`config.mk`:
```
export PLATFORM = sky130hd
export DESIGN_NAME = fda_front
export DESIGN_NICKNAME = d
export VERILOG_FILES = /design/src/hw/rtl/fda_pkg.sv /design/src/hw/rtl/fda_front.sv
export SDC_FILE = /design/constraint.sdc
export NUM_CORES = 1
export LEC_CHECK = 0
export BUFFER_PORTS_ARGS = -buffer_cell sky130_fd_sc_hd__buf_2
export CELL_PAD_IN_SITES_DETAIL_PLACEMENT = 0
export CELL_PAD_IN_SITES_GLOBAL_PLACEMENT = 1
export CORE_ASPECT_RATIO = 0.6
export CORE_UTILIZATION = 30
export DETAILED_ROUTE_END_ITERATION = 10
export PLACE_DENSITY_LB_ADDON = 0.08
export SLEW_MARGIN = 5
export SYNTH_ARGS = -nofsm -noshare
export SYNTH_HDL_FRONTEND = slang
export SYNTH_SLANG_ARGS = --single-unit
```
`constraint.sdc`:
```
create_clock -name clk_i -period 5.2 [get_ports clk_i]
set_input_delay 0.26 -clock clk_i [delete_from_list [all_inputs] [get_ports clk_i]]
set_output_delay 0.26 -clock clk_i [all_outputs]
set_load 0.01 [all_outputs]
```
`src/hw/rtl/fda_pkg.sv`:
```
package fda_pkg;

  localparam int unsigned FRAME_COLUMNS   = 720;
  localparam int unsigned FRAME_ROWS      = 480;
  localparam int unsigned COLOUR_CHANNELS = 3;
  localparam int unsigned FRAME_AREA      = FRAME_COLUMNS * FRAME_ROWS * COLOUR_CHANNELS;
  localparam int unsigned POS_W           = (FRAME_AREA > 1) ? $clog2(FRAME_AREA) : 1;

  localparam int unsigned SAMPLE_W = 8;
  localparam int unsigned SUM_W    = 28;

  localparam logic [POS_W-1:0]    LAST_POS          = POS_W'(FRAME_AREA - 1);
  localparam logic [SUM_W-1:0]    SUM_MAX           = {SUM_W{1'b1}};
  localparam logic [SAMPLE_W-1:0] DEFAULT_THRESHOLD = SAMPLE_W'(22);

  localparam int unsigned LINK_DEPTH = 4;
  localparam int unsigned LINK_PTR_W = (LINK_DEPTH > 1) ? $clog2(LINK_DEPTH) : 1;
  localparam int unsigned LINK_CNT_W = $clog2(LINK_DEPTH + 1);

  localparam int unsigned OUT_DEPTH  = 4;
  localparam int unsigned OUT_PTR_W  = (OUT_DEPTH > 1) ? $clog2(OUT_DEPTH) : 1;
  localparam int unsigned OUT_CNT_W  = $clog2(OUT_DEPTH + 2);

  typedef struct packed {
    logic [SAMPLE_W-1:0] sample;
    logic [POS_W-1:0]    pos;
    logic                last;
    logic                first;
  } fda_work_t;

  typedef struct packed {
    logic [SAMPLE_W-1:0] difference;
    logic                frame_done;
    logic [SUM_W-1:0]    activity_sum;
  } fda_result_t;

  typedef struct packed {
    logic                 stage_valid;
    logic [OUT_CNT_W-1:0] out_count;
  } fda_back_stat_t;

endpackage

```
`src/hw/rtl/fda_front.sv`:
```
module fda_front (
  input  logic                           clk_i,
  input  logic                           rst_ni,
  input  logic                           push_i,
  input  logic [fda_pkg::SAMPLE_W-1:0]   sample_i,
  input  logic                           link_full_i,
  output logic                           link_push_o,
  output fda_pkg::fda_work_t             link_item_o
);

  logic [fda_pkg::POS_W-1:0] pos_q, pos_d;
  logic                      first_q, first_d;
  logic                      accept;
  logic                      last;

  assign accept = push_i && !link_full_i;
  assign last   = (pos_q == fda_pkg::LAST_POS);

  always_comb begin
    pos_d   = pos_q;
    first_d = first_q;
    if (accept) begin
      pos_d = last ? '0 : pos_q + fda_pkg::POS_W'(1);
      if (last) begin
        first_d = 1'b0;
      end
    end
  end

  always_ff @(posedge clk_i or negedge rst_ni) begin
    if (!rst_ni) begin
      pos_q   <= '0;
      first_q <= 1'b1;
    end else begin
      pos_q   <= pos_d;
      first_q <= first_d;
    end
  end

  assign link_push_o        = accept;
  assign link_item_o.sample = sample_i;
  assign link_item_o.pos    = pos_q;
  assign link_item_o.last   = last;
  assign link_item_o.first  = first_q;

endmodule

```
### After elaboration in Yosys (flattened, before gate mapping)

Cells that the tools add are included.

* multiplexer cells: 1
* reduce and logical (&&, ||, !) cells: 3
* equal/unequal tests: 1
* $add $sub $neg: 1

Operator list (number)
* $add A20 B1 Y20 const B: 1
* $eq A20 B20 Y1 const B: 1
* $mux W20: 1
* $reduce_and A2 Y1: 1
* $logic_and A1 B1 Y1: 1
* $logic_not A1 Y1: 1

* input port bits: 12
* word-level logic and storage cells: 8
* bits in registers: 21

### Depth between registers and ports, before layout

Gate-level depths: netlist of the first run.

* depth after elaboration: 3
* gate-level depth with buffers: 5
* depth with buffers taken out: 5

### Worst setup path after synthesis of the first run

Ideal clock, no wire load.

* path kind: register to register
* from: register pos_q[3] (netlist name)
* to: register pos_q[15] (netlist name)
* cell stages (with the launch flop): 6
* path slack: 3.306 ns
* setup time: 0.078 ns
* clock period less this slack: 1.894 ns
* path buffers: 1
* arrival time: 1.816 ns
* cells stage by stage: dfrtp_1 nand4_4 or4_1 clkbuf_2 or4_1 a21oi_1

* longest elaborated chain between the ends: 2
* elaborated cells on any way between the ends: 3
* classes of those cells: add/sub (1); eq/ne (1); mux (1)

RTL lines
* start, declared: RTL line fda_front.sv:11 `logic [fda_pkg::POS_W-1:0] pos_q, pos_d;`
* start signal, assigned: RTL line fda_front.sv:35 `pos_q <= pos_d;`
* $add A20 B1 Y20 / $eq A20 B20 Y1 (equally long branches): RTL line fda_front.sv:23, fda_front.sv:17
* $mux W20 *: RTL line fda_front.sv:23 `pos_d = last ? '0 : pos_q + fda_pkg::POS_W'(1);`

Every way passes the cells marked *; elsewhere a longest branch is shown, timed or not.
A chain may end at the register's enable or synchronous reset.

### Final worst setup path of the first run

* from: register pos_q[1] (netlist name)
* to: register pos_q[18] (netlist name)

The elaborated chain is that of the path after synthesis.

==> results of run 1 <==
area by class of cell:
cell class	count	share of cell area
clock buffers	3	0.0318
clock inverters	1	0.00385
inverters	5	0.0144
multi-input cells	79	0.388
flip-flops and latches	21	0.405
well taps	45	0.0433
repair buffers	28	0.114
worst min-delay path: stages:
cell,delay (ns)
buf_2,0.10
nand2b_1,0.11
nand2_1,0.08
o21ai_0,0.07
registers in the layout, indices dropped and copies added, names as in the netlist:
signal	cells
pos_q	20
first_q	1
placed cells by master, fill, tap and decap left out, drive strengths merged:
cell / n
o21ai: 6
or3: 4
inv: 5
clkinv: 1
buf: 27
and4: 2
and2: 1
and4b: 1
nor2b: 1
dlygate4sd3: 1
nand4: 7
or4: 6
xnor2: 8
a21oi: 7
nor2: 5
nor3: 3
nand2b: 2
dfrtp: 20
clkbuf: 3
dfstp: 1
nor4: 3
nand4b: 1
xor2: 3
nand2: 9
nand3: 5
ha: 1
o31ai: 3
and3: 1
routing by layer:
metal / up-vias / share of wire / track usage
met1: 450 / 0.52 / 0.236
met4: 0 / 0.014 / 0.0506
li1: 449 / - / -
met3: 12 / 0.082 / 0.0611
met5: - / 0 / 0
met2: 33 / 0.38 / 0.179
power by group:
group	switching, mW	internal, mW
clock network	0.0533	0.0534
registers	0.0275	0.178
logic	0.0282	0.0233
through the flow:
| stage | worst slack (ns) | total power, mW | hold WS, ns | cells |
|---|---|---|---|---|
| final | 3.02 | 0.363 | 0.398 | 182 |
| after floorplan | 3.31 | 0.237 | -0.0356 | 118 |
| after detailed placement | 3.04 | 0.260 | 0.260 | 177 |
| after global placement | 3.02 | 0.261 | 0.256 | 177 |
| after global routing | 2.85 | 0.389 | 0.434 | 182 |
| after CTS | 3.03 | 0.370 | 0.396 | 182 |
repair_timing:
action | 4_1_cts | 5_1_grt
gates resized for setup | 0 | 0
hold buffers | 1 | 0
hold endpoints to repair | 20 | 0
worst max-delay path by stage:
stage,start,end,slack [ns],cells past startpoint
2_1_floorplan,pos_q[3]$_DFFE_PN0P_,pos_q[15]$_DFFE_PN0P_,3.31,5
3_3_place_gp,pos_q[1]$_DFFE_PN0P_,pos_q[16]$_DFFE_PN0P_,3.02,5
3_5_place_dp,pos_q[1]$_DFFE_PN0P_,pos_q[18]$_DFFE_PN0P_,3.04,5
4_1_cts,pos_q[1]$_DFFE_PN0P_,pos_q[18]$_DFFE_PN0P_,3.03,5
5_1_grt,pos_q[1]$_DFFE_PN0P_,pos_q[16]$_DFFE_PN0P_,2.85,5
6_report,pos_q[1]$_DFFE_PN0P_,pos_q[18]$_DFFE_PN0P_,3.02,5
logic make-up (layout without fill, tap and decap cells):
kind of cell / Yosys count / after routing / synth area share
simple gates: 51 / 51 / 0.271
flops: 21 / 21 / 0.463
buf+inv: 18 / 37 / 0.0935
compound gates: 16 / 16 / 0.0770
xor+xnor: 11 / 11 / 0.0847
fa+ha+maj: 1 / 1 / 0.0110
==> metrics.csv, run 1 <==
metric;value;unit
io pins;43;
reg2reg end;pos_q[18]$_DFFE_PN0P_;
PwrDens;279;mW/mm^2
Final ANT Viol Nets;0;
Reg2Reg Depth;5;
slew of the pin with the lowest slew margin;0.710;ns
grt ovf;0;
Final TNS setup;0;ns
post-detail-place hpwl;2.04;mm
Final #Nets;151;
Mapped Avg Cell Area;9.64;sq um
initial drt markers;28;
FF-to-FF setup slack;3.02;ns
first-pass GRT wire length;4.44;mm
final core utilization;0.380;
Clock Tree Root;clkbuf_8;
#FFs+latches synth;21;
Synth area leaders;dfrtp_1 (44%), buf_4 (6.6%), xnor2_1 (6.2%);
register area share after synthesis;0.463;
library cells used by synthesis;28;
initial antenna violation count;0;
Worst Path Arrival;2.37;ns
Main synth FF type;dfrtp_1;
multi-input combinational cell area;504;sq um
final WL;2.70;mm
unrepaired setup endpoints after global routing;false;
Design Area, Final;0.00130;sq mm
crit-path leading delay family;simple AND/OR/NAND/NOR gates;
max-slew violations;0;
drt drc;0;
Clock Skew;0.00277;ns
top-count cell post-synth;dfrtp_1;
Post-Syn Instances;118;
Fmax achieved;458;MHz
port bufs;26;
CTS tree;done;
Worst R2R Start;pos_q[1]$_DFFE_PN0P_;
FFs w/ async S/R, synth;1.00;
CORE AREA;0.00342;sq mm
die height;49.7;microns
hold-critical path depth;4;
status;finished clean;
placed instance area;0.00124;sq mm
clk buf depth;2;
top cell type's share of synthesized area;0.440;
crit end category;flip-flop;
die area;0.00405;sq mm
Required @ worst endpoint;5.39;ns
die width;81.5;microns
Startpoint Class;flip-flop;
Critical Path Max Stage Delay;0.68;ns
CP bufs+invs;0;
Static Leakage;0.610;nW
endpoints failing hold;0;
vias in the first global route;859;
minimum clock period;2.18;ns
Reg clk slew, reported paths;0.07;ns
First-pass DRT Iterations;4;
Hold Crit Start;push_i;
slew margin rel.;0.522;
pin count of the biggest net entering global routing;22;
Area Growth Syn to Fin;14.3;%
FP Rows;16;
Post-synth EDFFs;0;
Mapped Area;0.00114;sq mm
yosys warns;0;
Post-CTS Setup Inserts;0;
Final GP Congestion;0.733;
clock buffer count from CTS;3;
wire per inst;14.8;microns
final setup vio count;0;
Hold Path Class;input port to flip-flop;
Slowest-stage cell, CP;or4_1;
Tcrit/Tclk final;0.420;
layout cell share with drive strength beyond 1;0.241;
Hold Path Sink;pos_q[1]$_DFFE_PN0P_;
# Max-Cap Violations;0;
via count;944;
Avg Vias per Cell;5.19;
Starting Density;0.332;
crit path max fanout;6;
CP Cell Sequence;ha_1, nand4b_1, or4_1, or3_1, a21oi_1;
Tot GR Track Use;0.152;
synthesized netlist net count;131;
register area;527;sq um
synth cell count leaders;dfrtp_1 (20), buf_4 (10), nand2_1 (9);
CTS Sinks;21;
fillers;355;
# diodes;0;
worst skew pair latency;0.26;ns
CTS H-Tree Depth;1;
post-synth top area cell;dfrtp_1;
VDD IR-drop max;0.129;mV
Setup Crit Path Kind;flip-flop to flip-flop;
No activity file was read; power rests on OpenSTA's default activity.
==> inputs of run 2 (changes only) <==
- clock period: 5.2 -> 1.8 ns (I/O delays scaled with it)
==> run 2 against run 1 <==
Compared with the run above:
- the flow now finishes with violations (setup timing)
- global-route usage grew 1.8 points
- critical endpoint is now pos_q[16]$_DFFE_PN0P_
- sequential power grew to 2.8 times the previous value
- count of clock-buffer cells in the layout grew 1
- highest routed layer unchanged
- sequential cell count is the same
- setup slack lost 3.1 ns
- maximum frequency grew 18%
- non-clock buffer count grew 20
- sequential share of layout area shrank 5.4 points
==> metrics.csv, run 2 (synthesis gave the netlist of run 1 again) <==
metric;value;unit;change
status;finished, violations left;;
failing checks;setup timing;;
post-detail-place hpwl;2.29;mm;+13%
CTS Sinks;21;;unchanged
# diodes;0;;unchanged
VDD IR-drop max;0.306;mV;+140%
Hold Path Class;input port to output port;;
die area;0.00405;sq mm;unchanged
crit path max fanout;5;;-1
port bufs;26;;unchanged
Final ANT Viol Nets;0;;unchanged
Top reg by flops;pos_q;;
First-pass DRT Iterations;4;;unchanged
largest registers;pos_q x20, first_q x1;;
multi-input combinational cell area;558;sq um;+11%
CORE AREA;0.00342;sq mm;unchanged
layout cell share with drive strength beyond 1;0.433;;+0.192
Starting Density;0.332;;unchanged
io pins;43;;unchanged
Startpoint Class;flip-flop;;
CTS H-Tree Depth;1;;unchanged
first-pass GRT wire length;5.01;mm;+13%
commonest non-fill, non-tap cell in the layout;buf_2;;
Clock Tree Root;clkbuf_8;;
Worst R2R Start;pos_q[0]$_DFFE_PN0P_;;
Static Leakage;0.703;nW;+15%
Tcrit/Tclk final;1.03;;+0.609
pin count of the biggest net entering global routing;22;;unchanged
CTS tree;done;;
Hold Crit Start;sample_i[5];;
slew of the pin with the lowest slew margin;0.481;ns;-0.229 ns
CP bufs+invs;0;;unchanged
unrepaired setup endpoints after global routing;true;;
Final GP Congestion;0.793;;+8.3%
fillers;339;;-4.5%
Critical Path Max Stage Delay;0.57;ns;-0.11 ns
via count;1012;;+7.2%
Final TNS setup;-0.0806;ns;-0.0806 ns
Slowest-stage cell, CP;or4_4;;
final setup vio count;2;;+2
vias in the first global route;961;;+12%
Inst Count DP;194;;+9.6%
Required @ worst endpoint;2.00;ns;-3.39 ns
initial antenna violation count;0;;unchanged
Clk pwr share;0.264;;-0.030
max-slew violations;0;;unchanged
slack of the critical path;-0.0515;ns;-3.07 ns
Reg clk slew, reported paths;0.08;ns;about the same
grt ovf;0;;unchanged
slew margin rel.;0.679;;+0.157
worst skew pair latency;0.26;ns;about the same
Internal Power;0.829;mW;+230%
initial drt markers;58;;+110%
die height;49.7;microns;unchanged
sw frac;0.297;;-0.00333
worst hold margin;0.180;ns;-0.218 ns
Avg Vias per Cell;5.01;;-3.4%
endpoints failing hold;0;;unchanged
Flop pwr share;0.487;;-0.078
Clock Skew;0.00240;ns;-0.000373 ns
minimum clock period;1.85;ns;-0.330 ns
wire per inst;15.1;microns;+2.0%
Gate power share;0.249;;+0.107
Critical path origin;pos_q[0]$_DFFE_PN0P_;;
die width;81.5;microns;unchanged
clk buf depth;2;;unchanged
Tot GR Track Use;0.170;;+0.0183
FP Rows;16;;unchanged
placed instance area;0.00138;sq mm;+11%
crit-path leading delay family;simple AND/OR/NAND/NOR gates;;
CP Cell Sequence;ha_4, nand4b_1, or4_4, or3_4, a21oi_2;;
Final #Nets;171;;+13%
clock buffer count from CTS;3;;unchanged
final cell count without fillers;202;;+11%
register area;533;sq um;+1.2%
most frequent cells in the layout;buf_2 (26), buf_4 (19), dfrtp_1 (15);;
Design Area, Final;0.00152;sq mm;+17%
# Max-Cap Violations;0;;unchanged
P_sw;0.350;mW;+220%
final core utilization;0.443;;+0.0632
Area Growth Syn to Fin;33.3;%;
final WL;3.06;mm;+13%
max FFs per register;20;;unchanged
Fmax achieved;540;MHz;+18%
Worst Path Arrival;2.05;ns;-0.32 ns
drt drc;0;;unchanged
Setup Crit Path Kind;flip-flop to flip-flop;;
PwrDens;777;mW/mm^2;+180%
crit end category;flip-flop;;
## run 2: worst paths after layout
path,depth (start not counted),end,slack [ns]
worst min-delay path,0,link_item_o[27],0.18
min in group asynchronous,2,pos_q[4]$_DFFE_PN0P_,0.32
worst max-delay path,5,pos_q[16]$_DFFE_PN0P_,-0.05
max in group asynchronous,2,pos_q[1]$_DFFE_PN0P_,1.12
worst min register to register,1,first_q$_DFFE_PN1P_,0.49
worst max register to register,5,pos_q[16]$_DFFE_PN0P_,-0.05
## run 2: repair_timing
item	4_1_cts	5_1_grt
endpoints found under the hold margin	20	0
hold buffers	1	0
resized for setup	2	10
endpoints found under the setup margin	2	8
pin swaps	0	6
setup buffers	0	3
## run 2: metal layers
| metal | track usage | share of wire | vias to the layer above |
|---|---|---|---|
| li1 | - | - | 490 |
| met1 | 0.255 | 0.52 | 494 |
| met2 | 0.225 | 0.41 | 14 |
| met3 | 0.0574 | 0.057 | 14 |
| met4 | 0.0506 | 0.013 | 0 |
| met5 | 0 | 0 | - |
## run 2: cell type report
class | count | share of cell area
tap | 45 | 0.0371
inverter | 5 | 0.0124
multi-input combinational | 79 | 0.368
timing repair buffer | 48 | 0.201
clock buffer | 4 | 0.0297
sequential | 21 | 0.351
## run 2: stage by stage
stage | setup WS [ns] | power, mW
after detailed placement | 0.0186 | 0.817
final | -0.0515 | 1.18
after global routing | -0.0855 | 1.25
after CTS | 0.00249 | 1.14
after floorplan | -0.0112 | 0.695
after global placement | 0.0577 | 0.809
## run 2: power groups by stage
stage,logic (mW),clock network (mW),registers [mW]
6_report,0.293,0.312,0.574
5_1_grt,0.324,0.344,0.578
4_1_cts,0.245,0.325,0.565
3_5_place_dp,0.245,0,0.572
3_3_place_gp,0.238,0,0.571
2_1_floorplan,0.0833,0,0.611
==> inputs of run 3 (changes only) <==
- CELL_PAD_IN_SITES_DETAIL_PLACEMENT: 0 -> 2
- CELL_PAD_IN_SITES_GLOBAL_PLACEMENT: 1 -> 2
- CORE_UTILIZATION: 30 -> 25
==> run 3 against run 2 <==
Compared with the run above:
- critical path type unchanged
- first-iteration DRC count decreased by 69%
- global-route usage is 0.70 points lower
- via count up 1.4%
- the run now ends clean
- largest power group unchanged
- largest cell class unchanged
==> metrics.csv, run 3 (synthesis gave the netlist of run 1 again) <==
metric;value;unit;change
status;finished clean;;
final WL;3.65;mm;+19%
Slowest-stage cell, CP;or4_4;;
Final #Nets;172;;+0.58%
Critical Path Max Stage Delay;0.56;ns;about the same
Final GP Congestion;0.763;;-3.9%
crit end category;flip-flop;;
Top reg by flops;pos_q;;
Reg clk slew, reported paths;0.08;ns;about the same
io pins;43;;unchanged
first-pass GRT wire length;5.66;mm;+13%
VDD IR-drop max;0.319;mV;+4.1%
Avg Vias per Cell;4.71;;-6.1%
via count;1026;;+1.4%
layout cell share with drive strength beyond 1;0.462;;+0.0289
Setup WS pre-CTS;-0.00967;ns;-0.0283 ns
initial drt markers;18;;-69%
minimum clock period;1.78;ns;-0.0687 ns
worst skew pair latency;0.27;ns;about the same
commonest non-fill, non-tap cell in the layout;buf_2;;
largest registers;pos_q x20, first_q x1;;
First-pass DRT Iterations;4;;unchanged
die height;54.2;microns;+9.2%
max-slew violations;0;;unchanged
PwrDens;750;mW/mm^2;-3.6%
port bufs;26;;unchanged
Hold Path Class;input port to output port;;
fillers;498;;+47%
FP Rows;18;;+2
Startpoint Class;flip-flop;;
DRT met1 WL;1.89;mm;+19%
drt drc;0;;unchanged
endpoints failing hold;0;;unchanged
Area Growth Syn to Fin;36.1;%;
clock buffer count from CTS;3;;unchanged
max FFs per register;20;;unchanged
initial antenna violation count;0;;unchanged
CP Cell Sequence;nand2_2, or4_4, or4_4, a21oi_2;;
unrepaired setup endpoints after global routing;true;;
max layer used;met4;;
Final ANT Viol Nets;0;;unchanged
# Max-Cap Violations;0;;unchanged
die width;89.1;microns;+9.3%
slew margin rel.;0.659;;-0.0204
post-detail-place hpwl;2.66;mm;+16%
crit path max fanout;6;;+1
Clock Skew;0.00467;ns;+0.00227 ns
slew of the pin with the lowest slew margin;0.512;ns;+0.0306 ns
Fmax achieved;561;MHz;+3.9%
grt ovf;0;;unchanged
wire per inst;16.7;microns;+11%
Critical Path Most Common Cell;or4_4;;
slack of the critical path;0.0171;ns;+0.0687 ns
met2 WL post-DR;1.59;mm;+27%
most frequent cells in the layout;buf_2 (26), buf_4 (22), dfrtp_1 (15);;
routed wl met3;140;microns;-20%
# diodes;0;;unchanged
Reg2Reg Depth;4;;-1
CTS Sinks;21;;unchanged
Setup Crit Path Kind;flip-flop to flip-flop;;
Clock Tree Root;clkbuf_8;;
die area;0.00483;sq mm;+19%
vias in the first global route;1079;;+12%
CORE AREA;0.00423;sq mm;+24%
Tot GR Track Use;0.163;;-0.00703
Worst Path Arrival;1.98;ns;-0.07 ns
final setup vio count;0;;-2
Tcrit/Tclk final;0.990;;-0.0381
clk buf depth;2;;unchanged
Static Leakage;0.702;nW;-0.15%
Pwr Total;1.16;mW;-1.6%
Required @ worst endpoint;1.99;ns;about the same
CTS tree;done;;
hold-critical path depth;0;;unchanged
pin count of the biggest net entering global routing;22;;unchanged
Starting Density;0.269;;-0.0636
CTS H-Tree Depth;1;;unchanged
[run 3: layer usage]
metal  up-vias  global-route usage
met5         -                   0
met4         0              0.0344
met3         7              0.0468
met2        21               0.258
met1       503               0.224
li1        495                   -
[run 3: final cells by class]
type,instances,area (sq um),area share
well taps,60,75.1,0.0485
inverters,5,18.8,0.0121
flip-flops and latches,21,533,0.344
multi-input cells,79,571,0.369
repair buffers,49,305,0.197
clock buffers,4,45.0,0.0291
[run 3: metrics by stage]
step / hold slack (ns) / TNS, ns / std cells / util / instance area [sq um]
2_1_floorplan: -0.206 / -0.0112 / 118 / - / 1150
3_3_place_gp: 0.0954 / 0 / 208 / 0.329 / 1400
3_5_place_dp: 0.101 / -0.00967 / 208 / 0.329 / 1400
4_1_cts: 0.180 / 0 / 213 / 0.346 / 1470
5_1_grt: 0.180 / -0.106 / 218 / 0.366 / 1550
6_report: 0.180 / 0 / 218 / 0.366 / 1550
[run 3: worst max-delay path: cells and delay by family, from the launching register on]
family,cells,cell delay [ns]
simple gates,3,1.11
flops,1,0.44
compound gates,1,0.17
[run 3: timing repair]
item,in CTS,in global routing
setup endpoints to repair,5,10
pin swaps,0,3
hold endpoints to repair,20,0
hold buffers,1,0
buffers inserted,0,5
gates resized for setup,4,10
[run 3: power by group]
| part | switching (mW) | internal (mW) | leakage, nW | total [mW] |
|---|---|---|---|---|
| clock | 0.167 | 0.158 | 0.0228 | 0.326 |
| sequential | 0.0508 | 0.518 | 0.260 | 0.569 |
| combinational | 0.144 | 0.121 | 0.420 | 0.266 |
| total | 0.362 | 0.798 | 0.702 | 1.16 |
[run 3: worst paths after layout]
| check | startpoint | to | slack [ns] |
|---|---|---|---|
| setup reg to reg | pos_q[10]$_DFFE_PN0P_ | pos_q[15]$_DFFE_PN0P_ | 0.02 |
| hold reg to reg | first_q$_DFFE_PN1P_ | first_q$_DFFE_PN1P_ | 0.50 |
| min in group asynchronous | rst_ni | pos_q[9]$_DFFE_PN0P_ | 0.32 |
| setup / recovery | pos_q[10]$_DFFE_PN0P_ | pos_q[15]$_DFFE_PN0P_ | 0.02 |
| hold / removal | sample_i[7] | link_item_o[29] | 0.18 |
| max in group asynchronous | rst_ni | pos_q[1]$_DFFE_PN0P_ | 1.10 |
