===== src/hw/rtl/fda_pkg.sv =====
package fda_pkg;

  localparam int unsigned FRAME_COLUMNS   = 720;
  localparam int unsigned FRAME_ROWS      = 480;
  localparam int unsigned COLOUR_CHANNELS = 3;
  localparam int unsigned FRAME_AREA      = FRAME_COLUMNS * FRAME_ROWS * COLOUR_CHANNELS;
  localparam int unsigned POS_W           = (FRAME_AREA > 1) ? $clog2(FRAME_AREA) : 1;

  localparam int unsigned SAMPLE_W = 8;
  localparam int unsigned SUM_W    = 28;

  localparam logic [POS_W-1:0]    LAST_POS          = POS_W'(FRAME_AREA - 1);
  localparam logic [SUM_W-1:0]    SUM_MAX           = {SUM_W{1'b1}};
  localparam logic [SAMPLE_W-1:0] DEFAULT_THRESHOLD = SAMPLE_W'(22);

  localparam int unsigned LINK_DEPTH = 4;
  localparam int unsigned LINK_PTR_W = (LINK_DEPTH > 1) ? $clog2(LINK_DEPTH) : 1;
  localparam int unsigned LINK_CNT_W = $clog2(LINK_DEPTH + 1);

  localparam int unsigned OUT_DEPTH  = 4;
  localparam int unsigned OUT_PTR_W  = (OUT_DEPTH > 1) ? $clog2(OUT_DEPTH) : 1;
  localparam int unsigned OUT_CNT_W  = $clog2(OUT_DEPTH + 2);

  typedef struct packed {
    logic [SAMPLE_W-1:0] sample;
    logic [POS_W-1:0]    pos;
    logic                last;
    logic                first;
  } fda_work_t;

  typedef struct packed {
    logic [SAMPLE_W-1:0] difference;
    logic                frame_done;
    logic [SUM_W-1:0]    activity_sum;
  } fda_result_t;

  typedef struct packed {
    logic                 stage_valid;
    logic [OUT_CNT_W-1:0] out_count;
  } fda_back_stat_t;

endpackage


===== src/hw/rtl/fda_link_queue.sv =====
module fda_link_queue (
  input  logic               clk_i,
  input  logic               rst_ni,
  input  logic               push_i,
  input  fda_pkg::fda_work_t item_i,
  output logic               full_o,
  input  logic               pop_i,
  output fda_pkg::fda_work_t item_o,
  output logic               empty_o
);

  fda_pkg::fda_work_t                 mem_q [fda_pkg::LINK_DEPTH];
  logic [fda_pkg::LINK_PTR_W-1:0]     wr_ptr_q, wr_ptr_d;
  logic [fda_pkg::LINK_PTR_W-1:0]     rd_ptr_q, rd_ptr_d;
  logic [fda_pkg::LINK_CNT_W-1:0]     count_q, count_d;

  localparam logic [fda_pkg::LINK_PTR_W-1:0] PtrLast =
    fda_pkg::LINK_PTR_W'(fda_pkg::LINK_DEPTH - 1);
  localparam logic [fda_pkg::LINK_CNT_W-1:0] CntFull =
    fda_pkg::LINK_CNT_W'(fda_pkg::LINK_DEPTH);

  always_comb begin
    wr_ptr_d = wr_ptr_q;
    rd_ptr_d = rd_ptr_q;
    count_d  = count_q;
    if (push_i) begin
      wr_ptr_d = (wr_ptr_q == PtrLast) ? '0 : wr_ptr_q + fda_pkg::LINK_PTR_W'(1);
    end
    if (pop_i) begin
      rd_ptr_d = (rd_ptr_q == PtrLast) ? '0 : rd_ptr_q + fda_pkg::LINK_PTR_W'(1);
    end
    if (push_i && !pop_i) begin
      count_d = count_q + fda_pkg::LINK_CNT_W'(1);
    end else if (pop_i && !push_i) begin
      count_d = count_q - fda_pkg::LINK_CNT_W'(1);
    end
  end

  always_ff @(posedge clk_i or negedge rst_ni) begin
    if (!rst_ni) begin
      wr_ptr_q <= '0;
      rd_ptr_q <= '0;
      count_q  <= '0;
    end else begin
      wr_ptr_q <= wr_ptr_d;
      rd_ptr_q <= rd_ptr_d;
      count_q  <= count_d;
    end
  end

  always_ff @(posedge clk_i) begin
    if (push_i) begin
      mem_q[wr_ptr_q] <= item_i;
    end
  end

  assign item_o  = mem_q[rd_ptr_q];
  assign full_o  = (count_q == CntFull);
  assign empty_o = (count_q == '0);

endmodule


===== config.mk =====
export PLATFORM = sky130hd
export DESIGN_NAME = fda_link_queue
export DESIGN_NICKNAME = d
export VERILOG_FILES = /design/src/hw/rtl/fda_pkg.sv /design/src/hw/rtl/fda_link_queue.sv
export SDC_FILE = /design/constraint.sdc
export NUM_CORES = 1
export LEC_CHECK = 0
export BUFFER_PORTS_ARGS = -buffer_cell sky130_fd_sc_hd__buf_4
export CAP_MARGIN = 20
export CORE_MARGIN = 2
export CORE_UTILIZATION = 35
export DETAILED_ROUTE_END_ITERATION = 16
export HOLD_SLACK_MARGIN = 0.08
export PLACE_DENSITY_LB_ADDON = 0.05
export SETUP_SLACK_MARGIN = 0.1
export SYNTH_ARGS = -nofsm -noshare
export SYNTH_HDL_FRONTEND = slang
export SYNTH_SLANG_ARGS = --single-unit

===== constraint.sdc =====
create_clock -name clk_i -period 3.6 [get_ports clk_i]
set_input_delay 0.54 -clock clk_i [delete_from_list [all_inputs] [get_ports clk_i]]
set_output_delay 0.54 -clock clk_i [all_outputs]
set_load 0.01 [all_outputs]

# Yosys cells after proc, flatten, opt, wreduce, memory -nomap -nowiden
# Memory sizes are Yosys's and may differ from the RTL's.
# Cells that the tools add are included.
classes:
  n_reduce_logical: 6
  mux: 6
  addsub: 4
  eq_ne: 3
op_table:
  columns: ["op", "n"]
  rows:
  - ["$mux 3", 2]
  - ["$add 2x1->2 const B", 2]
  - ["$eq 2x2->1 const B", 2]
  - ["$mux 2", 2]
  - ["$add 3x1->3 const B", 1]
  - ["$eq 3x3->1 const B", 1]
  - ["$logic_not 3->1", 1]
  - ["$sub 3x1->3 const B", 1]
  - ["$logic_and 1x1->1", 2]
  - ["$logic_not 1->1", 2]
  - ["$mux 1", 2]
  - ["$reduce_bool 2->1", 1]
totals:
  ram_bits: 120
  inputBits: 34
  memories: 1
  regBits: 7
  wordCells: 23
memory_table:
  columns: ["name", "words", "width", "rd", "rd_clocked_by_memory_dff", "wr", "line_no", "text"]
  rows:
  - ["mem_q", 4, 30, 1, 0, 1, "fda_link_queue.sv:12", "fda_pkg::fda_work_t mem_q [fda_pkg::LINK_DEPTH];"]

# Logic depth before layout (Yosys ltp)
# Gate-level depths: netlist of the first run.
depth:
  word_depth: 4
  mapped_depth: 7
  ltp_nobuf: 7

# Worst setup path before layout of the first run
# OpenSTA, ideal clock, no wires.
synth_path:
  path_type: "reg-to-reg"
  start: "register wr_ptr_q[0] (netlist bit)"
  end: "memory mem_q[0][0] (netlist bit) (enable)"
  stages_incl_launch_ff: 4
  setup_slack_ns: 1.842
  arrival_time_ns: 1.368
  required_ns: 3.210
  setup_ns: 0.390
  cell_sequence: "dfrtp_1 -> inv_1 -> ha_1 -> and2_1"
synth_lines:
  columns: ["item", "line_no", "text"]
  rows:
  - ["start, declared", "fda_link_queue.sv:13", "logic [fda_pkg::LINK_PTR_W-1:0] wr_ptr_q, wr_ptr_d;"]
  - ["start signal, assigned", "fda_link_queue.sv:45", "wr_ptr_q <= wr_ptr_d;"]
  - ["end, declared", "fda_link_queue.sv:12", null]
# Straight into the memory's write port.

==> results of run 1 <==
[worst reg2reg max path: cells and delay by family (launching register included)]
kind	cells	cell delay, ps
and+or+nand+nor	1	710
adders and majority gates	1	140
buffers and inverters	1	110
DFF	1	410
[power by group]
part	internal, µW	leakage [µW]	switching [µW]	total, µW
sequential	1910	0.00118	170	2080
combinational	706	0.000646	565	1270
clock	1070	0.000275	560	1630
total	3690	0.00210	1300	4980
[metrics by stage]
stage	total power [µW]	utilization, %
4_1_cts	5080	45.2
5_1_grt	5240	45.2
2_1_floorplan	2910	-
3_5_place_dp	3440	40.9
3_3_place_gp	3440	40.9
6_report	4980	45.2
[placed cells by master, fill, tap and decap left out, drive strengths merged]
cell and instances:
xor2 2, ha 6, dlygate4sd3 1, edfxtp 120
mux2 3, nor3 1, nand2 2, buf 66
clkinv 7, bufinv 3, nor3b 1, mux4 30
dfrtp 7, and2 4, nor2 3, fa 1
inv 4, o21ai 2, xnor2 1, clkbuf 21
[state kept, by name, summed over array words and instances (netlist names)]
register	count
wr_ptr_q	2
mem_q	120
count_q	3
rd_ptr_q	2
[area by class of cell]
cell class	count	area [µm²]	share of cell area (%)
Multi-Input combinational cell	56	910	15.1
Inverter	4	15.0	0.250
Clock inverter	10	120	2.00
Tap cell	176	220	3.67
Clock buffer	21	440	7.33
Timing Repair Buffer	67	518	8.63
Sequential cell	127	3780	63.0
[cell families after synthesis]
family / Yosys count
flops: 127
simple gates: 11
xor+xnor: 3
mux: 33
fa+ha+maj: 7
buf+inv: 11
compound gates: 2
[layer usage]
| layer | global-route usage, % | wire, µm | vias up | part of all wire, % |
|---|---|---|---|---|
| li1 | - | - | 967 | - |
| met1 | 15.0 | 3700 | 1101 | 44 |
| met2 | 19.7 | 4160 | 54 | 49 |
| met3 | 4.93 | 417 | 11 | 5.0 |
| met4 | 6.54 | 148 | 0 | 1.8 |
| met5 | 0 | 0 | - | 0 |
[final timing paths]
kind	to	slack, ps	depth (start not counted)
min	mem_q[2][29]	330	1
min reg2reg	count_q[2]	490	1
max	item_o[18]	1090	3
max reg2reg	mem_q[0][23]	1830	3
min in group asynchronous	wr_ptr_q[1]	470	2
max in group asynchronous	rd_ptr_q[1]	2990	2
[repair_timing]
action,CTS,global route
resized for setup,0,0
hold buffers,1,0
hold endpoints to repair,7,0
==> impl_metrics.prom, run 1 <==
# TYPE chip_impl_metric gauge
chip_impl_metric{name="insertion_delay",unit="ps"} 410
chip_impl_metric{name="antenna_violating_nets_post_route",unit=""} 0
chip_impl_metric{name="die_h",unit="µm"} 121
chip_impl_metric{name="placed_cell_area",unit="µm²"} 5430
chip_impl_metric{name="number_of_antenna_violations_at_the_first_check_in_global_routing",unit=""} 0
chip_impl_metric{name="design.die.area",unit="µm²"} 14600
chip_impl_metric{name="cts_made_buffers",unit=""} 17
chip_impl_metric{name="yosys_warnings",unit=""} 0
chip_impl_metric{name="slew-limit-headroom",unit="%"} 41.2
chip_impl_info{name="rsz0062_at_grt",value="false"} 1
chip_impl_metric{name="worstMarginPinSlew",unit="ps"} 882
chip_impl_metric{name="global_route_wire_length_before_repair",unit="µm"} 12800
chip_impl_info{name="critPathLaunch",value="rd_ptr_q[0]"} 1
chip_impl_metric{name="hold_viol",unit=""} 0
chip_impl_metric{name="synthDominantCellAreaShare",unit="%"} 75.3
chip_impl_metric{name="detail_route.wl_per_cell",unit="µm"} 18.3
chip_impl_metric{name="die_w",unit="µm"} 121
chip_impl_metric{name="fin_crit_sh",unit="%"} 69.7
chip_impl_info{name="end_kind",value="output port"} 1
chip_impl_metric{name="critical_path.n_buffers_inverters",unit=""} 2
chip_impl_metric{name="synth-compound-area-share",unit="%"} 0.209
chip_impl_metric{name="synth.distinct_cells",unit=""} 19
chip_impl_info{name="yosys-top-cells-count",value="sky130_fd_sc_hd__edfxtp_1 (120), sky130_fd_sc_hd__mux4_2 (28), sky130_fd_sc_hd__dfrtp_1 (7), sky130_fd_sc_hd__ha_1 (6)"} 1
chip_impl_metric{name="antenna-diode-count",unit=""} 0
chip_impl_metric{name="numPlacedInstances",unit=""} 429
chip_impl_metric{name="finalSetupViolCount",unit=""} 0
chip_impl_info{name="netlist_top_cells_area",value="sky130_fd_sc_hd__edfxtp_1 (75%), sky130_fd_sc_hd__mux4_2 (13%), sky130_fd_sc_hd__dfrtp_1 (3.7%)"} 1
chip_impl_metric{name="first_global_vias",unit=""} 2339
chip_impl_metric{name="basic_gate_share_of_the_synthesized_area_counting_and_or_nand_and_nor_cells",unit="%"} 1.18
chip_impl_metric{name="cp_slowest_stage_delay",unit="ps"} 590
chip_impl_metric{name="drt_pre_antenna_iters",unit=""} 4
chip_impl_metric{name="starting_density_of_the_core",unit="%"} 36.0
chip_impl_metric{name="wl",unit="µm"} 8420
chip_impl_info{name="synthMostInstantiatedCell",value="sky130_fd_sc_hd__edfxtp_1"} 1
chip_impl_metric{name="clkSinkCount",unit=""} 127
chip_impl_metric{name="synthesis.instances",unit=""} 194
chip_impl_info{name="rr_startpoint",value="wr_ptr_q[0]"} 1
chip_impl_metric{name="postSynthAreaPerCell",unit="µm²"} 24.7
chip_impl_metric{name="asyncSetResetFlopFracSynth",unit="%"} 5.51
chip_impl_metric{name="path_clk_slew",unit="ps"} 50
chip_impl_info{name="post-synth-top-area-cell",value="sky130_fd_sc_hd__edfxtp_1"} 1
chip_impl_metric{name="post_synth_fa_ha_maj_area_fraction",unit="%"} 1.99
chip_impl_metric{name="stdcell_count",unit=""} 461
chip_impl_info{name="cts.root.buffer_cell",value="sky130_fd_sc_hd__clkbuf_16"} 1
chip_impl_metric{name="maxSlewViolCount",unit=""} 0
chip_impl_metric{name="total_via_count_in_the_routed_design",unit=""} 2133
chip_impl_info{name="timing.critical_path.max_delay_family",value="multiplexers"} 1
chip_impl_metric{name="place.gp.congestion",unit=""} 0.647
chip_impl_metric{name="rows",unit=""} 42
chip_impl_info{name="dominant_combinational_cell_family_by_area_after_synthesis",value="multiplexers"} 1
chip_impl_info{name="slowest_stage",value="sky130_fd_sc_hd__mux4_1"} 1
chip_impl_metric{name="grt_max_degree",unit=""} 33
chip_impl_info{name="worstSetupStartpointType",value="flop"} 1
chip_impl_metric{name="grtUsageTotal",unit="%"} 12.6
chip_impl_metric{name="post_synth_mux_area_share",unit="%"} 15.0
chip_impl_info{name="timing.setup.critical_path_class",value="flop to output port"} 1
chip_impl_metric{name="timing.clock.skew",unit="ps"} 10.7
chip_impl_metric{name="final_area",unit="µm²"} 6000
chip_impl_info{name="synthFlopType",value="sky130_fd_sc_hd__edfxtp_1"} 1
chip_impl_metric{name="worst_hold_slack",unit="ps"} 333
chip_impl_metric{name="i_o_pin_cnt",unit=""} 66
chip_impl_metric{name="layout-drive-gt1-share",unit="%"} 44.2
chip_impl_info{name="min-delay-path-class",value="input port to flop"} 1
chip_impl_metric{name="postSynthRegisterBits",unit=""} 127
chip_impl_metric{name="fmax",unit="MHz"} 398
chip_impl_metric{name="crit_fanout",unit=""} 25
chip_impl_metric{name="total_negative_slack",unit="ps"} 0
chip_impl_metric{name="period_minus_slack",unit="ps"} 2510
chip_impl_metric{name="core",unit="µm²"} 13300
chip_impl_metric{name="synth.cell_area",unit="µm²"} 4780
chip_impl_metric{name="yosysSeqAreaShare",unit="%"} 79.0
chip_impl_metric{name="fillers",unit=""} 1153
chip_impl_metric{name="detail_route.drc_violations",unit=""} 0
chip_impl_metric{name="design.final.nets",unit=""} 314
chip_impl_metric{name="post-cts-setup-buffer-count",unit=""} 0
chip_impl_metric{name="worst_ep_required_time",unit="ps"} 3060
chip_impl_metric{name="worst_vdd_ir",unit="mV"} 0.337
chip_impl_metric{name="edff_count_synth",unit=""} 120
chip_impl_metric{name="final.setup.worst_slack",unit="ps"} 1090
chip_impl_metric{name="critical_path_arrival",unit="ps"} 1970
chip_impl_info{name="run_status",value="completed"} 1
chip_impl_metric{name="area_delta_synth_final",unit="%"} 25.5
chip_impl_info{name="crit_chain",value="buf_12 -> mux4_1 -> buf_4"} 1
chip_impl_metric{name="post_synth_xor_area_fraction",unit="%"} 0.549
chip_impl_metric{name="cts_max_path_buffers",unit=""} 2
chip_impl_metric{name="dp_worst_setup_slack",unit="ps"} 1460
chip_impl_metric{name="max_cap_viol_count",unit=""} 0
chip_impl_metric{name="synthesis.nets",unit=""} 235
chip_impl_info{name="hp-start",value="item_i[29]"} 1
chip_impl_metric{name="powerDensity",unit="nW/µm²"} 829
chip_impl_metric{name="drtIter0Drc",unit=""} 90
chip_impl_metric{name="leakage_power_summed_over_all_cells",unit="µW"} 0.00210
chip_impl_metric{name="port_buffers",unit=""} 65
chip_impl_metric{name="htree_levels",unit=""} 4
chip_impl_metric{name="avgViaCountPerCell",unit=""} 4.63
chip_impl_metric{name="grt_overflow_total",unit=""} 0
chip_impl_info{name="tritoncts",value="done"} 1
Power figures use the tool's default switching activity.
==> run 2: changes to the inputs <==
==> constraint.sdc (replaced) <==
create_clock -name clk_i -period 2.2 [get_ports clk_i]
set_input_delay 0.33 -clock clk_i [delete_from_list [all_inputs] [get_ports clk_i]]
set_output_delay 0.33 -clock clk_i [all_outputs]
set_load 0.01 [all_outputs]
==> run 2 against run 1 <==
Core utilization up 3.1 points. Clock skew is 7.5 ps lower. Non-clock buffer count grew 19. Total power up 84%. Via count increased by 3.9%. Flip-flop and latch count unchanged. Count of clock-buffer cells in the layout fell by 4. Routed wire length up 8.1%. Final cell count grew 4.1%. Die area did not move. Critical endpoint is now item_o[21].
==> impl_metrics.prom, run 2 (synthesis gave the netlist of run 1 again) <==
# TYPE chip_impl_metric gauge
chip_impl_info{name="run_status",value="completed"} 1
chip_impl_metric{name="largest_register_ffs",unit=""} 120
chip_impl_metric{name="ff2ff_setup_slack",unit="ps"} 600
chip_impl_info{name="min-delay-path-class",value="input port to flop"} 1
chip_impl_info{name="biggestRegsByFlops",value="mem_q (120), count_q (3)"} 1
chip_impl_info{name="timing.setup.critical_path_class",value="flop to output port"} 1
chip_impl_metric{name="antenna-diode-count",unit=""} 0
chip_impl_info{name="cts.root.buffer_cell",value="sky130_fd_sc_hd__clkbuf_16"} 1
chip_impl_info{name="final_cell_mix",value="sky130_fd_sc_hd__edfxtp_1 (120), sky130_fd_sc_hd__buf_4 (50), sky130_fd_sc_hd__mux4_2 (30)"} 1
chip_impl_info{name="rr_startpoint",value="wr_ptr_q[0]"} 1
chip_impl_metric{name="starting_density_of_the_core",unit="%"} 36.0
chip_impl_metric{name="cts_max_path_buffers",unit=""} 2
chip_impl_metric{name="grt_max_degree",unit=""} 28
chip_impl_metric{name="critical_path_arrival",unit="ps"} 1790
chip_impl_info{name="hold_end",value="mem_q[2][2]"} 1
chip_impl_metric{name="wl",unit="µm"} 9100
chip_impl_metric{name="place.gp.congestion",unit=""} 0.652
chip_impl_metric{name="design.die.area",unit="µm²"} 14600
chip_impl_metric{name="antenna_violating_nets_post_route",unit=""} 0
chip_impl_info{name="reg2reg_to",value="mem_q[0][14]"} 1
chip_impl_metric{name="core",unit="µm²"} 13300
chip_impl_metric{name="post-layout-total-power",unit="µW"} 9160
chip_impl_metric{name="global_route_wire_length_before_repair",unit="µm"} 14000
chip_impl_metric{name="placed_cell_area",unit="µm²"} 5550
chip_impl_metric{name="worstMarginPinSlew",unit="ps"} 434
chip_impl_metric{name="number_of_antenna_violations_at_the_first_check_in_global_routing",unit=""} 0
chip_impl_metric{name="i_o_pin_cnt",unit=""} 66
chip_impl_metric{name="path_clk_slew",unit="ps"} 50
chip_impl_info{name="layout_commonest_cell",value="sky130_fd_sc_hd__edfxtp_1"} 1
chip_impl_metric{name="regArea",unit="µm²"} 3780
chip_impl_metric{name="powerDensity",unit="nW/µm²"} 1430
chip_impl_metric{name="die_h",unit="µm"} 121
chip_impl_metric{name="clkSinkCount",unit=""} 127
chip_impl_metric{name="detail_route.drc_violations",unit=""} 0
chip_impl_metric{name="cp_slowest_stage_delay",unit="ps"} 500
chip_impl_metric{name="grtUsageTotal",unit="%"} 13.6
chip_impl_metric{name="detail_route.wl_per_cell",unit="µm"} 19.0
chip_impl_metric{name="design.final.nets",unit=""} 333
chip_impl_metric{name="first_global_vias",unit=""} 2376
chip_impl_metric{name="total_negative_slack",unit="ps"} 0
chip_impl_metric{name="avgViaCountPerCell",unit=""} 4.62
chip_impl_metric{name="port_buffers",unit=""} 65
chip_impl_metric{name="drt_pre_antenna_iters",unit=""} 4
chip_impl_metric{name="area_delta_synth_final",unit="%"} 34.2
chip_impl_info{name="tritoncts",value="done"} 1
chip_impl_info{name="slowest_stage",value="sky130_fd_sc_hd__mux4_2"} 1
chip_impl_metric{name="slew-limit-headroom",unit="%"} 71.1
chip_impl_metric{name="grt_overflow_total",unit=""} 0
chip_impl_metric{name="fmax",unit="MHz"} 471
chip_impl_metric{name="drtIter0Drc",unit=""} 151
chip_impl_metric{name="leakage_power_summed_over_all_cells",unit="µW"} 0.00230
chip_impl_metric{name="fillers",unit=""} 1102
chip_impl_metric{name="worst_r2r_path_depth",unit=""} 4
chip_impl_metric{name="total_via_count_in_the_routed_design",unit=""} 2216
chip_impl_metric{name="final_area",unit="µm²"} 6420
chip_impl_metric{name="rows",unit=""} 42
chip_impl_info{name="crit_chain",value="bufbuf_16 -> mux4_2 -> buf_4"} 1
chip_impl_info{name="rsz0062_at_grt",value="true"} 1
chip_impl_metric{name="critical_path.n_buffers_inverters",unit=""} 2
chip_impl_metric{name="insertion_delay",unit="ps"} 400
chip_impl_metric{name="crit_fanout",unit=""} 5
chip_impl_metric{name="hold_path_depth",unit=""} 1
chip_impl_metric{name="hold_viol",unit=""} 0
chip_impl_metric{name="period_minus_slack",unit="ps"} 2120
chip_impl_metric{name="worst_hold_slack",unit="ps"} 125
chip_impl_info{name="hp-start",value="item_i[2]"} 1
chip_impl_metric{name="cts_made_buffers",unit=""} 17
chip_impl_info{name="worstSetupStartpointType",value="flop"} 1
chip_impl_metric{name="maxSlewViolCount",unit=""} 0
chip_impl_metric{name="dp_hpwl",unit="µm"} 5450
chip_impl_metric{name="htree_levels",unit=""} 4
chip_impl_metric{name="worst_vdd_ir",unit="mV"} 0.643
chip_impl_info{name="biggest_register",value="mem_q"} 1
chip_impl_metric{name="die_w",unit="µm"} 121
chip_impl_metric{name="finalSetupViolCount",unit=""} 0
chip_impl_info{name="end_kind",value="output port"} 1
chip_impl_metric{name="max_cap_viol_count",unit=""} 0
chip_impl_metric{name="fin_crit_sh",unit="%"} 96.6
chip_impl_metric{name="worst_ep_required_time",unit="ps"} 1870
chip_impl_metric{name="timing.clock.skew",unit="ps"} 3.24
chip_impl_metric{name="area_of_the_multi_input_gates",unit="µm²"} 902
chip_impl_info{name="timing.critical_path.max_delay_family",value="multiplexers"} 1
chip_impl_metric{name="layout-drive-gt1-share",unit="%"} 50.3
-- run 2: routing by layer --
metal	GRT usage (%)	up-vias	routed length (µm)
met2	21.0	53	4530
met4	6.10	0	153
met5	0	-	0
li1	-	1009	-
met1	17.4	1137	4020
met3	4.65	17	402
-- run 2: worst max-delay path by stage --
stage                start           to  depth (start not counted)
2_1_floorplan  wr_ptr_q[0]  mem_q[0][0]                          3
3_3_place_gp   rd_ptr_q[0]   item_o[28]                          3
3_5_place_dp   rd_ptr_q[0]   item_o[28]                          3
4_1_cts        rd_ptr_q[0]   item_o[24]                          4
5_1_grt        rd_ptr_q[0]   item_o[21]                          3
6_report       rd_ptr_q[0]   item_o[21]                          3
-- run 2: layout make-up --
cell class,count,share of cell area [%]
sequential,127,58.9
multi-input combinational,56,14.0
timing repair buffer,86,13.7
clock buffer,17,6.62
tap,176,3.43
clock inverter,14,3.08
inverter,4,0.234
-- run 2: power breakdown --
group	switching, µW	internal [µW]
clock network	953	1980
registers	195	3120
logic	1200	1710
-- run 2: metrics by stage --
stage / instances / worst slack (ps) / utilization [%]
2_1_floorplan: 194 / 442 / -
3_3_place_gp: 439 / 365 / 41.7
3_5_place_dp: 439 / 348 / 41.7
4_1_cts: 478 / 50.8 / 47.5
5_1_grt: 480 / 15.4 / 48.3
6_report: 480 / 75.6 / 48.3
-- run 2: timing repair --
item                       4_1_cts  5_1_grt
hold buffers                     1        0
buffers inserted                 5        1
cloned                           2        1
hold endpoints to repair         7        0
gates resized for setup         14       21
setup endpoints to repair       30       29
==> run 3: changes to the inputs <==
--- a/config.mk
+++ b/config.mk
@@ -8,7 +8,7 @@
 export BUFFER_PORTS_ARGS = -buffer_cell sky130_fd_sc_hd__buf_4
 export CAP_MARGIN = 20
 export CORE_MARGIN = 2
-export CORE_UTILIZATION = 35
+export CORE_UTILIZATION = 37
 export DETAILED_ROUTE_END_ITERATION = 16
 export HOLD_SLACK_MARGIN = 0.08
 export PLACE_DENSITY_LB_ADDON = 0.05
==> run 3 against run 2 <==
Final cell count is 2.5% lower. First-iteration DRC count is 3.3% lower. Core utilization grew 0.11 points. Critical endpoint is now item_o[28]. Routed wire length is 8.5% lower. Final area shrank 4.9%.
==> impl_metrics.prom, run 3 (synthesis gave the netlist of run 1 again) <==
# TYPE chip_impl_metric gauge
chip_impl_metric{name="powerDensity",unit="nW/µm²"} 1340
chip_impl_metric{name="crit_fanout",unit=""} 6
chip_impl_info{name="biggest_register",value="mem_q"} 1
chip_impl_metric{name="grt_max_degree",unit=""} 25
chip_impl_metric{name="drtIter0Drc",unit=""} 146
chip_impl_metric{name="grt_overflow_total",unit=""} 0
chip_impl_metric{name="area_delta_synth_final",unit="%"} 27.7
chip_impl_metric{name="leakage_power_summed_over_all_cells",unit="µW"} 0.00216
chip_impl_metric{name="total_negative_slack",unit="ps"} 0
chip_impl_metric{name="wl",unit="µm"} 8330
chip_impl_info{name="biggestRegsByFlops",value="mem_q (120), count_q (3)"} 1
chip_impl_metric{name="avgViaCountPerCell",unit=""} 4.72
chip_impl_metric{name="detail_route.drc_violations",unit=""} 0
chip_impl_metric{name="htree_levels",unit=""} 4
chip_impl_metric{name="fin_crit_sh",unit="%"} 95.2
chip_impl_metric{name="timing.clock.skew",unit="ps"} 7.04
chip_impl_metric{name="antenna-diode-count",unit=""} 0
chip_impl_metric{name="insertion_delay",unit="ps"} 400
chip_impl_metric{name="dp_worst_setup_slack",unit="ps"} 265
chip_impl_metric{name="core",unit="µm²"} 12600
chip_impl_metric{name="cts_max_path_buffers",unit=""} 2
chip_impl_metric{name="hold_viol",unit=""} 0
chip_impl_metric{name="cts_made_buffers",unit=""} 17
chip_impl_info{name="timing.setup.critical_path_class",value="flop to output port"} 1
chip_impl_metric{name="port_buffers",unit=""} 65
chip_impl_metric{name="layout-drive-gt1-share",unit="%"} 45.6
chip_impl_metric{name="number_of_antenna_violations_at_the_first_check_in_global_routing",unit=""} 0
chip_impl_info{name="end_kind",value="output port"} 1
chip_impl_metric{name="fmax",unit="MHz"} 478
chip_impl_metric{name="drt_pre_antenna_iters",unit=""} 4
chip_impl_metric{name="path_clk_slew",unit="ps"} 50
chip_impl_info{name="final_cell_mix",value="sky130_fd_sc_hd__edfxtp_1 (120), sky130_fd_sc_hd__buf_4 (70), sky130_fd_sc_hd__mux4_2 (28)"} 1
chip_impl_metric{name="worst_ep_required_time",unit="ps"} 1870
chip_impl_metric{name="antenna_violating_nets_post_route",unit=""} 0
chip_impl_metric{name="die_h",unit="µm"} 118
chip_impl_metric{name="design.final.nets",unit=""} 325
chip_impl_info{name="rsz0062_at_grt",value="true"} 1
chip_impl_metric{name="worst_vdd_ir",unit="mV"} 0.887
chip_impl_metric{name="grtUsageTotal",unit="%"} 12.8
chip_impl_metric{name="max_cap_viol_count",unit=""} 0
chip_impl_metric{name="detail_route.wl_per_cell",unit="µm"} 17.8
chip_impl_metric{name="clkSinkCount",unit=""} 127
chip_impl_metric{name="slew-limit-headroom",unit="%"} 79.8
chip_impl_metric{name="starting_density_of_the_core",unit="%"} 37.9
chip_impl_metric{name="maxSlewViolCount",unit=""} 0
chip_impl_metric{name="final.setup.worst_slack",unit="ps"} 106
chip_impl_metric{name="total_via_count_in_the_routed_design",unit=""} 2210
chip_impl_metric{name="first_global_vias",unit=""} 2325
chip_impl_info{name="min-delay-path-class",value="input port to flop"} 1
chip_impl_metric{name="dp_hpwl",unit="µm"} 5160
chip_impl_metric{name="finalSetupViolCount",unit=""} 0
chip_impl_metric{name="worst_hold_slack",unit="ps"} 123
chip_impl_metric{name="largest_register_ffs",unit=""} 120
chip_impl_metric{name="worstMarginPinSlew",unit="ps"} 303
chip_impl_metric{name="die_w",unit="µm"} 118
chip_impl_metric{name="design.die.area",unit="µm²"} 13900
chip_impl_metric{name="place.gp.congestion",unit=""} 0.671
chip_impl_info{name="worstSetupStartpointType",value="flop"} 1
chip_impl_info{name="tritoncts",value="done"} 1
chip_impl_info{name="cts.root.buffer_cell",value="sky130_fd_sc_hd__clkbuf_16"} 1
chip_impl_metric{name="global_route_wire_length_before_repair",unit="µm"} 12900
chip_impl_info{name="run_status",value="completed"} 1
chip_impl_metric{name="critical_path_arrival",unit="ps"} 1760
chip_impl_info{name="layout_commonest_cell",value="sky130_fd_sc_hd__edfxtp_1"} 1
chip_impl_metric{name="rows",unit=""} 41
chip_impl_metric{name="i_o_pin_cnt",unit=""} 66
chip_impl_metric{name="period_minus_slack",unit="ps"} 2090
==> run 3: changes by cell type in the layout (fill, tap and decap cells not counted), sizes merged <==
cell / delta
clkinv: +4
buf: -6
bufbuf: -1
bufinv: -3
clkinvlp: -2
==> run 3: repair_timing <==
item,4_1_cts,5_1_grt
buffers inserted,2,0
hold buffers,1,0
resized for setup,3,2
endpoints found under the hold margin,7,0
endpoints found under the setup margin,29,28
==> run 3: final timing paths <==
path | startpoint | end | slack, ps | cells past startpoint
worst max register to register | wr_ptr_q[0] | mem_q[2][7] | 710 | 4
min in group asynchronous | rst_ni | rd_ptr_q[1] | 270 | 2
max in group asynchronous | rst_ni | rd_ptr_q[0] | 1780 | 2
worst min-delay path | item_i[10] | mem_q[1][10] | 120 | 1
worst min register to register | count_q[2] | count_q[2] | 490 | 1
worst max-delay path | rd_ptr_q[0] | item_o[28] | 110 | 3
==> run 3: report_power, final <==
group / total (µW) / leakage, µW / internal [µW] / switching (µW)
Clock: 2520 / 0.000261 / 1610 / 901
Combinational: 2380 / 0.000718 / 1310 / 1070
Sequential: 3310 / 0.00118 / 3120 / 187
==> run 3: routing by layer <==
metal	global-route usage, %	share of wire [%]	vias to the layer above
met5	0	0	-
li1	-	-	993
met1	15.2	44	1151
met4	5.20	1.3	0
met2	20.6	50	55
met3	5.47	5.2	11
==> run 3: final cells by class <==
| type | count | area [µm²] |
|---|---|---|
| Multi-Input combinational cell | 56 | 910 |
| Tap cell | 172 | 215 |
| Sequential cell | 127 | 3780 |
| Clock inverter | 13 | 104 |
| Clock buffer | 18 | 429 |
| Inverter | 4 | 15.0 |
| Fill cell | 1076 | 6510 |
| Timing Repair Buffer | 78 | 653 |
==> run 3: metrics by stage <==
step / util, % / cell area [µm²] / std cells / total power [µW]
floorplan: - / 4780 / 194 / 4750
finish: 48.4 / 6110 / 468 / 8210
detailed placement: 43.9 / 5530 / 434 / 5740
global route: 48.4 / 6110 / 468 / 8610
global placement: 43.9 / 5530 / 434 / 5730
CTS: 48.4 / 6100 / 468 / 8330
==> run 3: critical path, stage by stage, from the launching register on <==
cell	delay, ps
sky130_fd_sc_hd__dfrtp_4	500
sky130_fd_sc_hd__buf_6	160
sky130_fd_sc_hd__mux4_1	540
sky130_fd_sc_hd__buf_4	160
